$ cat config.mk
export PLATFORM = sky130hd
export DESIGN_NAME = pattern_strip_stream_flat
export DESIGN_NICKNAME = d
export VERILOG_FILES = /design/src/hdl/pss_pkg.sv /design/src/hdl/pss_intf.sv /design/src/hdl/pattern_strip_stream.sv /design/src/hdl/pss_window.sv /design/src/hdl/pss_drain.sv /design/src/flat_wrapper.sv
export SDC_FILE = /design/constraint.sdc
export NUM_CORES = 1
export LEC_CHECK = 0
export ABC_AREA = 1
export BUFFER_PORTS_ARGS = -buffer_cell sky130_fd_sc_hd__buf_2
export CAP_MARGIN = 20
export CELL_PAD_IN_SITES_DETAIL_PLACEMENT = 1
export CELL_PAD_IN_SITES_GLOBAL_PLACEMENT = 1
export CORE_ASPECT_RATIO = 0.7
export CORE_MARGIN = 2
export CORE_UTILIZATION = 25
export DETAILED_ROUTE_END_ITERATION = 8
export PLACE_DENSITY_LB_ADDON = 0.2
export SKIP_CTS_REPAIR_TIMING = 1
export SLEW_MARGIN = 20
export SYNTH_ARGS = -nofsm -noshare
export SYNTH_HDL_FRONTEND = slang
export SYNTH_SLANG_ARGS = --single-unit
$ cat constraint.sdc
create_clock -name i_clk -period 5.9 [get_ports i_clk]
set_input_delay 0.885 -clock i_clk [delete_from_list [all_inputs] [get_ports i_clk]]
set_output_delay 0.885 -clock i_clk [all_outputs]
set_load 0.01 [all_outputs]
$ cat src/hdl/pss_pkg.sv
// ----------------------------------------------------------------------------
// pss_pkg
// shared types and constants of the pattern strip stream block
// ----------------------------------------------------------------------------
package pss_pkg;

    localparam int BYTE_W     = 8;
    localparam int LEN_W      = 4;
    localparam int CFG_IDX_W  = 2;
    localparam int CFG_DATA_W = 64;

    // configuration register indexes
    localparam logic [CFG_IDX_W-1:0] REG_PATTERN_LENGTH = 2'd0;
    localparam logic [CFG_IDX_W-1:0] REG_PATTERN_BYTES  = 2'd1;

    typedef struct packed {
        logic [BYTE_W-1:0] in_byte;
        logic              in_last;
    } t_in_item;

    typedef struct packed {
        logic [BYTE_W-1:0] out_byte;
        logic              out_has_byte;
        logic              out_last;
    } t_out_item;

    // control of one group of results made by a single input transaction
    typedef struct packed {
        logic bare;   // lone end marker, no byte
        logic last;   // group closes the string
    } t_grp_ctl;

endpackage

$ cat src/hdl/pss_intf.sv
// ----------------------------------------------------------------------------
// pss channel interfaces
// valid/ready channels for input bytes, output results and register writes
// ----------------------------------------------------------------------------
interface pss_in_if;
    logic              valid;
    logic              ready;
    pss_pkg::t_in_item data;
    modport source (output valid, output data, input ready);
    modport sink   (input valid, input data, output ready);
endinterface

interface pss_out_if;
    logic               valid;
    logic               ready;
    pss_pkg::t_out_item data;
    modport source (output valid, output data, input ready);
    modport sink   (input valid, input data, output ready);
endinterface

interface pss_cfg_if;
    logic                               valid;
    logic                               ready;
    logic [pss_pkg::CFG_IDX_W-1:0]      index;
    logic [pss_pkg::CFG_DATA_W-1:0]     data;
    modport source (output valid, output index, output data, input ready);
    modport sink   (input valid, input index, input data, output ready);
endinterface

$ cat src/hdl/pattern_strip_stream.sv
// ----------------------------------------------------------------------------
// pattern_strip_stream
// removes every non-overlapping occurrence of a configured byte pattern
// ----------------------------------------------------------------------------
//
// channel   modport  payload                                  transaction
// i_in      sink     in_byte, in_last                         one string byte
// o_out     source   out_byte, out_has_byte, out_last         one kept byte or end marker
// i_cfg     sink     index, data                              one register write
//
// one input transaction per cycle while each byte yields at most one result and
// o_out does not stall; a byte that yields n results holds i_in until the
// single output register drains its group, one entry per cycle while o_out takes it
// i_rst_n is synchronous: window empties, pattern length 1, pattern bytes 0
// o_out stalls back up through the group buffer into i_in.ready; i_cfg never stalls
// ----------------------------------------------------------------------------
module pattern_strip_stream #(
    parameter int PAT_MAX = 8
) (
    input  logic        i_clk,
    input  logic        i_rst_n,
    pss_in_if.sink      i_in,
    pss_out_if.source   o_out,
    pss_cfg_if.sink     i_cfg
);

    localparam int CW = $clog2(PAT_MAX + 1);

    // configuration registers
    logic [pss_pkg::LEN_W-1:0]      r_len;
    logic [pss_pkg::CFG_DATA_W-1:0] r_pat;

    logic                           in_accept;
    logic                           in_ready;
    pss_pkg::t_grp_ctl              grp_ctl;
    logic [CW-1:0]                  grp_cnt;
    logic [pss_pkg::BYTE_W-1:0]     grp_bytes [PAT_MAX];

    assign i_cfg.ready = 1'b1;
    assign i_in.ready  = in_ready;
    assign in_accept   = i_in.valid && in_ready;

    // register writes; an index beyond the list is dropped
    always_ff @(posedge i_clk) begin
        if (!i_rst_n) begin
            r_len <= pss_pkg::LEN_W'(1);
            r_pat <= '0;
        end else if (i_cfg.valid) begin
            unique case (i_cfg.index)
                pss_pkg::REG_PATTERN_LENGTH: r_len <= i_cfg.data[pss_pkg::LEN_W-1:0];
                pss_pkg::REG_PATTERN_BYTES:  r_pat <= i_cfg.data;
                default: ;
            endcase
        end
    end

    // window update and compare, one input transaction per cycle unless the drain holds i_in
    pss_window #(
        .PAT_MAX (PAT_MAX)
    ) u_window (
        .i_clk       (i_clk),
        .i_rst_n     (i_rst_n),
        .i_accept    (in_accept),
        .i_byte      (i_in.data.in_byte),
        .i_last      (i_in.data.in_last),
        .i_len_raw   (r_len),
        .i_pat       (r_pat),
        .o_grp_ctl   (grp_ctl),
        .o_grp_cnt   (grp_cnt),
        .o_grp_bytes (grp_bytes)
    );

    // result group buffer and output register
    pss_drain #(
        .PAT_MAX (PAT_MAX)
    ) u_drain (
        .i_clk       (i_clk),
        .i_rst_n     (i_rst_n),
        .i_load      (in_accept),
        .i_grp_ctl   (grp_ctl),
        .i_grp_cnt   (grp_cnt),
        .i_grp_bytes (grp_bytes),
        .o_in_ready  (in_ready),
        .o_out       (o_out)
    );

endmodule

$ cat src/hdl/pss_window.sv
// ----------------------------------------------------------------------------
// pss_window
// pending byte window, pattern compare and per-transaction result group
// ----------------------------------------------------------------------------
module pss_window #(
    parameter int PAT_MAX = 8
) (
    input  logic                               i_clk,
    input  logic                               i_rst_n,
    input  logic                               i_accept,
    input  logic [pss_pkg::BYTE_W-1:0]         i_byte,
    input  logic                               i_last,
    input  logic [pss_pkg::LEN_W-1:0]          i_len_raw,
    input  logic [pss_pkg::CFG_DATA_W-1:0]     i_pat,
    output pss_pkg::t_grp_ctl                  o_grp_ctl,
    output logic [$clog2(PAT_MAX+1)-1:0]       o_grp_cnt,
    output logic [pss_pkg::BYTE_W-1:0]         o_grp_bytes [PAT_MAX]
);

    localparam int CW = $clog2(PAT_MAX + 1);
    localparam int IW = (PAT_MAX > 1) ? $clog2(PAT_MAX) : 1;

    logic [pss_pkg::BYTE_W-1:0] r_win [PAT_MAX];
    logic [pss_pkg::BYTE_W-1:0] n_win [PAT_MAX];
    logic [CW-1:0]              r_fill;
    logic [CW-1:0]              n_fill;

    logic [pss_pkg::BYTE_W-1:0] ext [PAT_MAX];
    logic [CW-1:0]              len;
    logic [CW-1:0]              cnt_m;
    logic [CW-1:0]              skip;
    logic [CW-1:0]              emit;
    logic                       full;
    logic                       hit;

    // effective pattern length, clamped to 1..PAT_MAX
    always_comb begin
        if (i_len_raw == '0) begin
            len = CW'(1);
        end else if (i_len_raw > pss_pkg::LEN_W'(PAT_MAX)) begin
            len = CW'(PAT_MAX);
        end else begin
            len = CW'(i_len_raw);
        end
    end

    // window with the incoming byte appended
    always_comb begin
        for (int i = 0; i < PAT_MAX; i++) begin
            ext[i] = (CW'(i) < r_fill) ? r_win[i] : i_byte;
        end
        cnt_m = r_fill + CW'(1);
        full  = (cnt_m >= len);
        skip  = (cnt_m > len) ? (cnt_m - len) : '0;
    end

    // compare the newest len bytes with the pattern
    always_comb begin
        logic [CW:0] sidx;
        hit  = full;
        sidx = '0;
        for (int i = 0; i < PAT_MAX; i++) begin
            sidx = {1'b0, skip} + (CW+1)'(i);
            if (CW'(i) < len) begin
                if (ext[sidx[IW-1:0]] != i_pat[8*i +: 8]) begin
                    hit = 1'b0;
                end
            end
        end
    end

    // bytes to emit from the front and what stays behind
    always_comb begin
        logic [CW:0] sj;
        sj = '0;
        priority if (i_last) begin
            emit   = hit ? skip : cnt_m;
            n_fill = '0;
        end else if (hit) begin
            emit   = skip;
            n_fill = '0;
        end else if (full) begin
            emit   = skip + CW'(1);
            n_fill = len - CW'(1);
        end else begin
            emit   = '0;
            n_fill = cnt_m;
        end
        for (int j = 0; j < PAT_MAX; j++) begin
            sj = {1'b0, emit} + (CW+1)'(j);
            if (sj < (CW+1)'(PAT_MAX)) begin
                n_win[j] = ext[sj[IW-1:0]];
            end else begin
                n_win[j] = r_win[j];
            end
        end
    end

    always_comb begin
        o_grp_ctl.bare = i_last && (emit == '0);
        o_grp_ctl.last = i_last;
        o_grp_cnt      = o_grp_ctl.bare ? CW'(1) : emit;
        o_grp_bytes    = ext;
    end

    always_ff @(posedge i_clk) begin
        if (!i_rst_n) begin
            r_fill <= '0;
        end else if (i_accept) begin
            r_fill <= n_fill;
        end
    end

    always_ff @(posedge i_clk) begin
        if (i_accept) begin
            r_win <= n_win;
        end
    end

endmodule

$ cat src/hdl/pss_drain.sv
// ----------------------------------------------------------------------------
// pss_drain
// result group buffer, drained one result per cycle into the output register while o_out takes them
// ----------------------------------------------------------------------------
module pss_drain #(
    parameter int PAT_MAX = 8
) (
    input  logic                               i_clk,
    input  logic                               i_rst_n,
    input  logic                               i_load,
    input  pss_pkg::t_grp_ctl                  i_grp_ctl,
    input  logic [$clog2(PAT_MAX+1)-1:0]       i_grp_cnt,
    input  logic [pss_pkg::BYTE_W-1:0]         i_grp_bytes [PAT_MAX],
    output logic                               o_in_ready,
    pss_out_if.source                          o_out
);

    localparam int CW = $clog2(PAT_MAX + 1);
    localparam int IW = (PAT_MAX > 1) ? $clog2(PAT_MAX) : 1;

    logic [pss_pkg::BYTE_W-1:0] r_gbytes [PAT_MAX];
    pss_pkg::t_grp_ctl          r_gctl;
    logic [CW-1:0]              r_grem;
    logic [IW-1:0]              r_gptr;
    logic                       r_oval;
    pss_pkg::t_out_item         r_odata;
    logic                       load_out;

    always_comb begin
        load_out   = (r_grem != '0) && (!r_oval || o_out.ready);
        o_in_ready = (r_grem == '0) || ((r_grem == CW'(1)) && load_out);
        o_out.valid = r_oval;
        o_out.data  = r_odata;
    end

    always_ff @(posedge i_clk) begin
        if (!i_rst_n) begin
            r_grem <= '0;
            r_gptr <= '0;
            r_oval <= 1'b0;
        end else begin
            if (load_out) begin
                r_oval <= 1'b1;
            end else if (o_out.ready) begin
                r_oval <= 1'b0;
            end
            if (i_load) begin
                r_grem <= i_grp_cnt;
                r_gptr <= '0;
            end else if (load_out) begin
                r_grem <= r_grem - CW'(1);
                r_gptr <= r_gptr + IW'(1);
            end
        end
    end

    always_ff @(posedge i_clk) begin
        if (i_load) begin
            r_gbytes <= i_grp_bytes;
            r_gctl   <= i_grp_ctl;
        end
        if (load_out) begin
            r_odata.out_byte     <= r_gctl.bare ? '0 : r_gbytes[r_gptr];
            r_odata.out_has_byte <= !r_gctl.bare;
            r_odata.out_last     <= r_gctl.last && (r_grem == CW'(1));
        end
    end

endmodule

$ cat src/flat_wrapper.sv
// flat-port wrapper written by rule: the top's interface ports become plain ports
module pattern_strip_stream_flat 
#(
    parameter int PAT_MAX = 8
)
  (i_clk, i_rst_n, i_in_valid, i_in_data, i_in_ready, o_out_valid, o_out_data, o_out_ready, i_cfg_valid, i_cfg_index, i_cfg_data, i_cfg_ready);
  pss_in_if i_in_i ();
  pss_out_if o_out_i ();
  pss_cfg_if i_cfg_i ();
  input  logic i_clk;
  input  logic i_rst_n;
  input wire logic [$bits(i_in_i.valid)-1:0] i_in_valid;
  input wire logic [$bits(i_in_i.data)-1:0] i_in_data;
  output wire logic [$bits(i_in_i.ready)-1:0] i_in_ready;
  output wire logic [$bits(o_out_i.valid)-1:0] o_out_valid;
  output wire logic [$bits(o_out_i.data)-1:0] o_out_data;
  input wire logic [$bits(o_out_i.ready)-1:0] o_out_ready;
  input wire logic [$bits(i_cfg_i.valid)-1:0] i_cfg_valid;
  input wire logic [$bits(i_cfg_i.index)-1:0] i_cfg_index;
  input wire logic [$bits(i_cfg_i.data)-1:0] i_cfg_data;
  output wire logic [$bits(i_cfg_i.ready)-1:0] i_cfg_ready;
  assign i_in_i.valid = i_in_valid;
  assign i_in_i.data = i_in_data;
  assign i_in_ready = i_in_i.ready;
  assign o_out_valid = o_out_i.valid;
  assign o_out_data = o_out_i.data;
  assign o_out_i.ready = o_out_ready;
  assign i_cfg_i.valid = i_cfg_valid;
  assign i_cfg_i.index = i_cfg_index;
  assign i_cfg_i.data = i_cfg_data;
  assign i_cfg_ready = i_cfg_i.ready;
  pattern_strip_stream #(.PAT_MAX(PAT_MAX)) u_core (.i_clk(i_clk), .i_rst_n(i_rst_n), .i_in(i_in_i), .o_out(o_out_i), .i_cfg(i_cfg_i));
endmodule
* Word level (Yosys, flattened, before mapping)
Cells that the tools add are included.
** Word-level totals
- Flip-flop bits (word level) :: 220
- Input port bits :: 80
- Logic and storage cells :: 236
** Operators by class
- Add/subtract/negate cells :: 20
- Order comparisons :: 44
- Eq/ne operators :: 10
- Muxes and demuxes :: 90
- Bitwise logic cells :: 18
- Reductions and logical operators :: 27
** Operators by type and width (number)
- $bmux W8 S3 :: 17
- $mux W8 :: 42
- $ge A4 B4 Y1 const B :: 17
- $not A3 Y4 :: 17
- $ne A8 B8 Y1 :: 8
- $mux W4 :: 13
- $lt A5 B4 Y1 const B :: 7
- $lt A3 B4 Y1 const A :: 8
- $add A4 B3 Y5 const B :: 4
- $reduce_and A2 Y1 :: 10
- $mux W1 :: 18
- $lt A1 B4 Y1 const A :: 4
- $lt A2 B4 Y1 const A :: 4
- $add A3 B3 Y3 const B :: 4
- $logic_not A4 Y1 :: 3
- $add A4 B2 Y5 const B :: 2
- $add A4 B1 Y4 const B :: 2
- $sub A4 B1 Y4 const B :: 2
- $add A3 B1 Y3 const B :: 2
- $add A3 B2 Y3 const B :: 2
- $add A4 B1 Y5 const B :: 1
- $logic_and A1 B1 Y1 :: 5
- $eq A4 B1 Y1 const B :: 1
- $ge A4 B4 Y1 :: 1
- other kinds (12) :: 15

* Longest topological paths before layout
- Depth after elaboration :: 33
- Depth in mapped cells :: 43
- Depth with buffers taken out :: 38

* Hierarchy
From an unflattened synthesis, not the netlist that was laid out.
** Unflattened totals
- Cell total of the unflattened synthesis :: 2747
- Area, all modules :: 17214.0 um^2
** By module, submodules not included
- pss_window :: instances 1, cells an instance 1995, area an instance 10904.2 um^2, seq. area each 2001.9 um^2
- pss_drain :: instances 1, cells an instance 315, area an instance 3444.6 um^2, seq. area each 2442.3 um^2
- pattern_strip_stream :: instances 1, cells an instance 437, area an instance 2865.2 um^2, seq. area each 1361.3 um^2

* Least setup slack after synthesis
No wires, ideal clock.
- Path type :: reg-to-reg
- From :: register u_core.u_window.r_fill[3]
- To :: register u_core.u_window.r_win[19] in the netlist's numbering (data pin)
- Setup time :: 0.257 ns
- Arrival time :: 5.416 ns
- Required time :: 5.643 ns
- Setup slack :: 0.227 ns
- Cell stages (with the launch flop) :: 37
- Path buffers :: 9
- Clock period less this slack :: 5.673 ns
- Cells stage by stage :: dfxtp_1 buf_6 buf_2 xor2_1 inv_1 ha_1 nand2_1 inv_2 nand2_4 inv_2 nor2_4 nand2_1 buf_2 ha_1 clkbuf_1 clkbuf_1 nand3_1 nand3_1 nand2_1 nand2_1 nand2_1 nor2_1 nand2_1 nor2_1 nand2_1 o21ai_4 nand3_1 nand2_2 buf_2 buf_2 ha_1 clkbuf_1 inv_1 clkbuf_1 nand2_1 nand3_1 o21ai_1
** On the way
- Longest elaborated chain between the ends :: 31
- Elaborated cells on any way between the ends :: 93
** Ends and longest elaborated chain
- start: declaration :: line pss_window.sv:25 : logic [CW-1:0] r_fill;
- start signal: assignment :: line pss_window.sv:110 : r_fill <= n_fill;
- parallel branches: the longest is 28 deep, another holds $add A4 B1 Y4
- $bmux W8 S3 (*) :: line pss_window.sv:92 : n_win[j] = ext[sj[IW-1:0]];
- $mux W8 (not written as such) (*) (2 in series) :: line pss_window.sv:92
- end signal: assignment :: line pss_window.sv:116 : r_win <= n_win;
- end: declaration :: line pss_window.sv:23 : logic [pss_pkg::BYTE_W-1:0] r_win [PAT_MAX];
Mark *: on every way between the ends. The select of a mux whose other input is x is not followed.
A chain may end at the register's enable or synchronous reset.

* Final worst setup path
- From :: register u_core.r_len[2] in the netlist's numbering
- To :: register u_core.u_window.r_win[55] in the netlist's numbering (data pin)
** On the way
- Longest elaborated chain between the ends :: 33
- Elaborated cells on any way between the ends :: 89
** Ends and longest elaborated chain
- start: declaration :: line pattern_strip_stream.sv:30 : logic [pss_pkg::LEN_W-1:0] r_len;
- start signal: assignment :: line pattern_strip_stream.sv:46 : r_len <= pss_pkg::LEN_W'(1);
- start signal: assignment :: line pattern_strip_stream.sv:50 : pss_pkg::REG_PATTERN_LENGTH: r_len <= i_cfg.data[pss_pkg::LEN_W-1:0];
- $gt A4 B4 Y1 :: line pss_window.sv:40 : end else if (i_len_raw > pss_pkg::LEN_W'(PAT_MAX)) begin
- $mux W4 :: line pss_window.sv:40
- $mux W4 (*) :: line pss_window.sv:38 : if (i_len_raw == '0) begin
- parallel branches: the longest is 24 deep, another holds $sub A4 B4 Y4
- $mux W4 (*) :: line pss_window.sv:76 : priority if (i_last) begin
- $add A4 B1 Y5 (*) :: line pss_window.sv:90 : sj = {1'b0, emit} + (CW+1)'(j);
- $not A3 Y4 (not written as such) (*) :: line pss_window.sv:92
- $bmux W8 S3 (*) :: line pss_window.sv:92
- $mux W8 (not written as such) (*) (2 in series) :: line pss_window.sv:92
Marks and branches as above.

==> flow_summary.toml <==
[cells_and_area]
fill_cells = 7931
register_area_um2 = 5807
layout_cells_sized_above_1_pct = 13.85
layout.cells.most_common = "nand2_1"
layout_common_cells = "nand2_1, nand3_1, inv_1, o21ai_0, nor2_1"
multi_input_combinational_cell_area_um2 = 8906
area_delta_synth_final_pct = 17.63
nets = 2602
layout.cell_area.non_filler_um2 = 18940

[yosys]
synth_seq_area_share_pct = 36.06
yosys-top-cells-area = "edfxtp_1, nand2_1, nand3_1, dfxtp_1, o21ai_0"
synth_largest_type_area_fraction_pct = 26.11
synth_seq_cells = 220
syn-mean-instance-area_um2 = 6.748
synth_cell_types = 41
synth_fp_nets = 2489
ys.warnings.count = 0
yosys.area.top_type = "edfxtp_1"
post_synth_inst_count = 2386
mappedNetlistArea_um2 = 16100

[placed_design]
dpl_worst_slack_ns = 0.06632
place.port_buffers = 91
dpl_cell_area_um2 = 17900
place.detailed.hpwl_mm = 62.81
place_congestion = 0.9301

[detailed_routing]
wire_per_inst_um = 24.21
detailroute.via_count = 17770
detail_route.first_pass.iterations = 5
first_drt_iteration_drcs = 1811
drt_drc_violations_left = 0
post_drt_via_cell_ratio = 5.304
drt-total-wl_mm = 81.12
final_antenna_net_count = 0

[run_status]
status = "complete, no violations"

[clocking]
cts.sinks = 220
clockBufferDepth = 3
cts_made_buffers = 27
worst_setup_hold_path_clk_slew_ns = 0.07
clock_insertion_delay_worst_skew_ns = 0.61
ctsRootBufferMaster = "clkbuf_16"
htreeDepth = 1
tritoncts_clock_tree = "yes"

[timing]
worst_margin_slew_ns = 1.051
fmax_mhz = 179.7
timing.final.ws_setup_ns = 0.3363
fin_clk_skew_ns = 0.03702
period_needed_ns = 5.564
setup_violations = 0
timing.slew.headroom_pct = 29.91
grt_setup_unrepaired = "yes"
final_hold_viol_count = 0
final_max_slew_viol_count = 0
post-route-period-util_pct = 94.30

[critical_path]
required_ns = 6.23
criticalPathCategory = "flop to flop"
maximum_fanout_count_along_the_critical_path = 90
critical-path-top-cell-by-count = "nand2_1"
arrival_time_worst_endpoint_ns = 5.89
cp_slowest_stage_delay_ns = 0.48
crit_path_end_kind = "flop"
critPathLaunchType = "flop"
timing.critical_path.slowest_stage_cell = "o21ai_1"

[pwr]
power-per-cell-area_nw_per_um2 = 460.4
seq_power_share_pct = 28.2
power.switching_uw = 4116
power.ir.vdd_worst_mv = 0.2401
p_clk_share_pct = 19.6
design_power_total_uw = 8718
internal_dissipation_uw = 4602
power.share.switching_pct = 47.22
comb_power_share_pct = 52.1
power.leakage_uw = 0.008310

[grt]
pin_count_of_the_biggest_net_entering_global_routing = 91
number_of_antenna_violations_at_the_first_check_in_global_routing = 10
global_route_usage_over_all_layers_pct = 24.17
grt_overflow_total = 0
grt_first_pass_wirelength_mm = 118.6
first_global_vias = 17580

[floorplanning]
die_height_um = 216.3
initial_utilization_pct = 25.40
floorplan.die_area_um2 = 66480
design.core.area_um2 = 63390
std_cell_rows = 77
chipWidth_um = 307.3
io_pins = 93

[min_path]
hold_path_class = "flop to flop"

[flow_run]
max_cap_viol_count = 0
==> area by class of cell <==
cell class | instances | share of cell area [%]
multi-input combinational | 1847 | 47.03
tap | 829 | 5.477
antenna | 1 | 0.01321
clock buffer | 34 | 3.812
sequential | 220 | 30.66
clock inverter | 16 | 0.8391
timing repair buffer | 218 | 8.424
inverter | 185 | 3.746
==> through the flow <==
step | std cells | utilization, % | hold slack [ns] | setup TNS [ns]
global route | 3349 | 29.87 | 0.4965 | -0.3265
detailed placement | 3293 | 28.24 | 0.4658 | 0
finish | 3350 | 29.87 | 0.4687 | 0
floorplan | 2386 | - | 0.4443 | 0
CTS | 3343 | 29.63 | 0.4763 | -0.1092
global placement | 3293 | 28.24 | 0.4605 | 0
==> Yosys cell counts, drive strengths merged <==
library cell and number:
nand2 752, nand3 499, o21ai 235, inv 182
nor2 148, edfxtp 140, dfxtp 80, buf 79
o211ai 68, clkbuf 55, a21oi 51, nand3b 26
ha 22, o22ai 11, a31oi 8, nand4 8
nor3 4, clkinv 3, o2111ai 3, xor2 3
or2 2, xnor2 2, a211o 1, a221oi 1
conb 1, fa 1, nor3b 1
==> worst max-delay path, delay by kind of cell, from the launching register on <==
family,cells,cell delay (ns)
AND/OR/NAND/NOR,20,2.11
AO/OA/AOI/OAI,4,1.09
buffers and inverters,7,1.03
adder cells (fa/ha/maj),2,0.61
flip-flops,1,0.33
==> power groups by stage <==
stage	clock network [uW]	logic [uW]	registers, uW
4_1_cts	1750	4440	2460
5_1_grt	1810	5040	2500
6_report	1710	4550	2460
2_1_floorplan	0	2780	2450
3_5_place_dp	0	4420	2490
3_3_place_gp	0	4350	2480
==> flip-flops by register name, summed over array words and instances, names as in the netlist <==
name / flops
u_core.u_window.r_fill: 4
u_core.r_len: 4
u_core.u_drain.r_gctl: 2
u_core.u_window.r_win: 64
u_core.u_drain.o_out.valid: 1
u_core.u_drain.r_gptr: 3
u_core.r_pat: 64
u_core.u_drain.r_gbytes: 64
u_core.u_drain.r_grem: 4
u_core.u_drain.o_out.data: 10
==> logic make-up (layout without fill, tap and decap cells) <==
| logic type | count (synthesis) | count (layout) | synth area share (%) |
|---|---|---|---|
| other | 1 | 2 | 0.02329 |
| flip-flops | 220 | 220 | 36.06 |
| AND/OR/NAND/NOR | 1440 | 1440 | 39.24 |
| buffers and inverters | 319 | 453 | 8.945 |
| XOR/XNOR | 5 | 5 | 0.2720 |
| AO/OA/AOI/OAI | 378 | 378 | 13.63 |
| adder cells (fa/ha/maj) | 23 | 23 | 1.834 |
==> worst paths after layout <==
path / startpoint / endpoint / slack, ns / cells past startpoint
worst max-delay path: u_core.r_len[2] / u_core.u_window.r_win[55] / 0.34 / 33
worst min-delay path: u_core.r_pat[6] / u_core.r_pat[6] / 0.47 / 2
worst max register to register: u_core.r_len[2] / u_core.u_window.r_win[55] / 0.34 / 33
worst min register to register: u_core.r_pat[6] / u_core.r_pat[6] / 0.47 / 2
==> metal layers <==
metal | global-route usage (%) | routed length, um | vias to the layer above
met5 | 0 | 13 | -
met4 | 5.610 | 2038 | 2
met3 | 4.713 | 6064 | 88
met2 | 36.38 | 34210 | 532
met1 | 35.34 | 38790 | 8831
li1 | - | - | 8317
(Power assumes the default switching activity.)
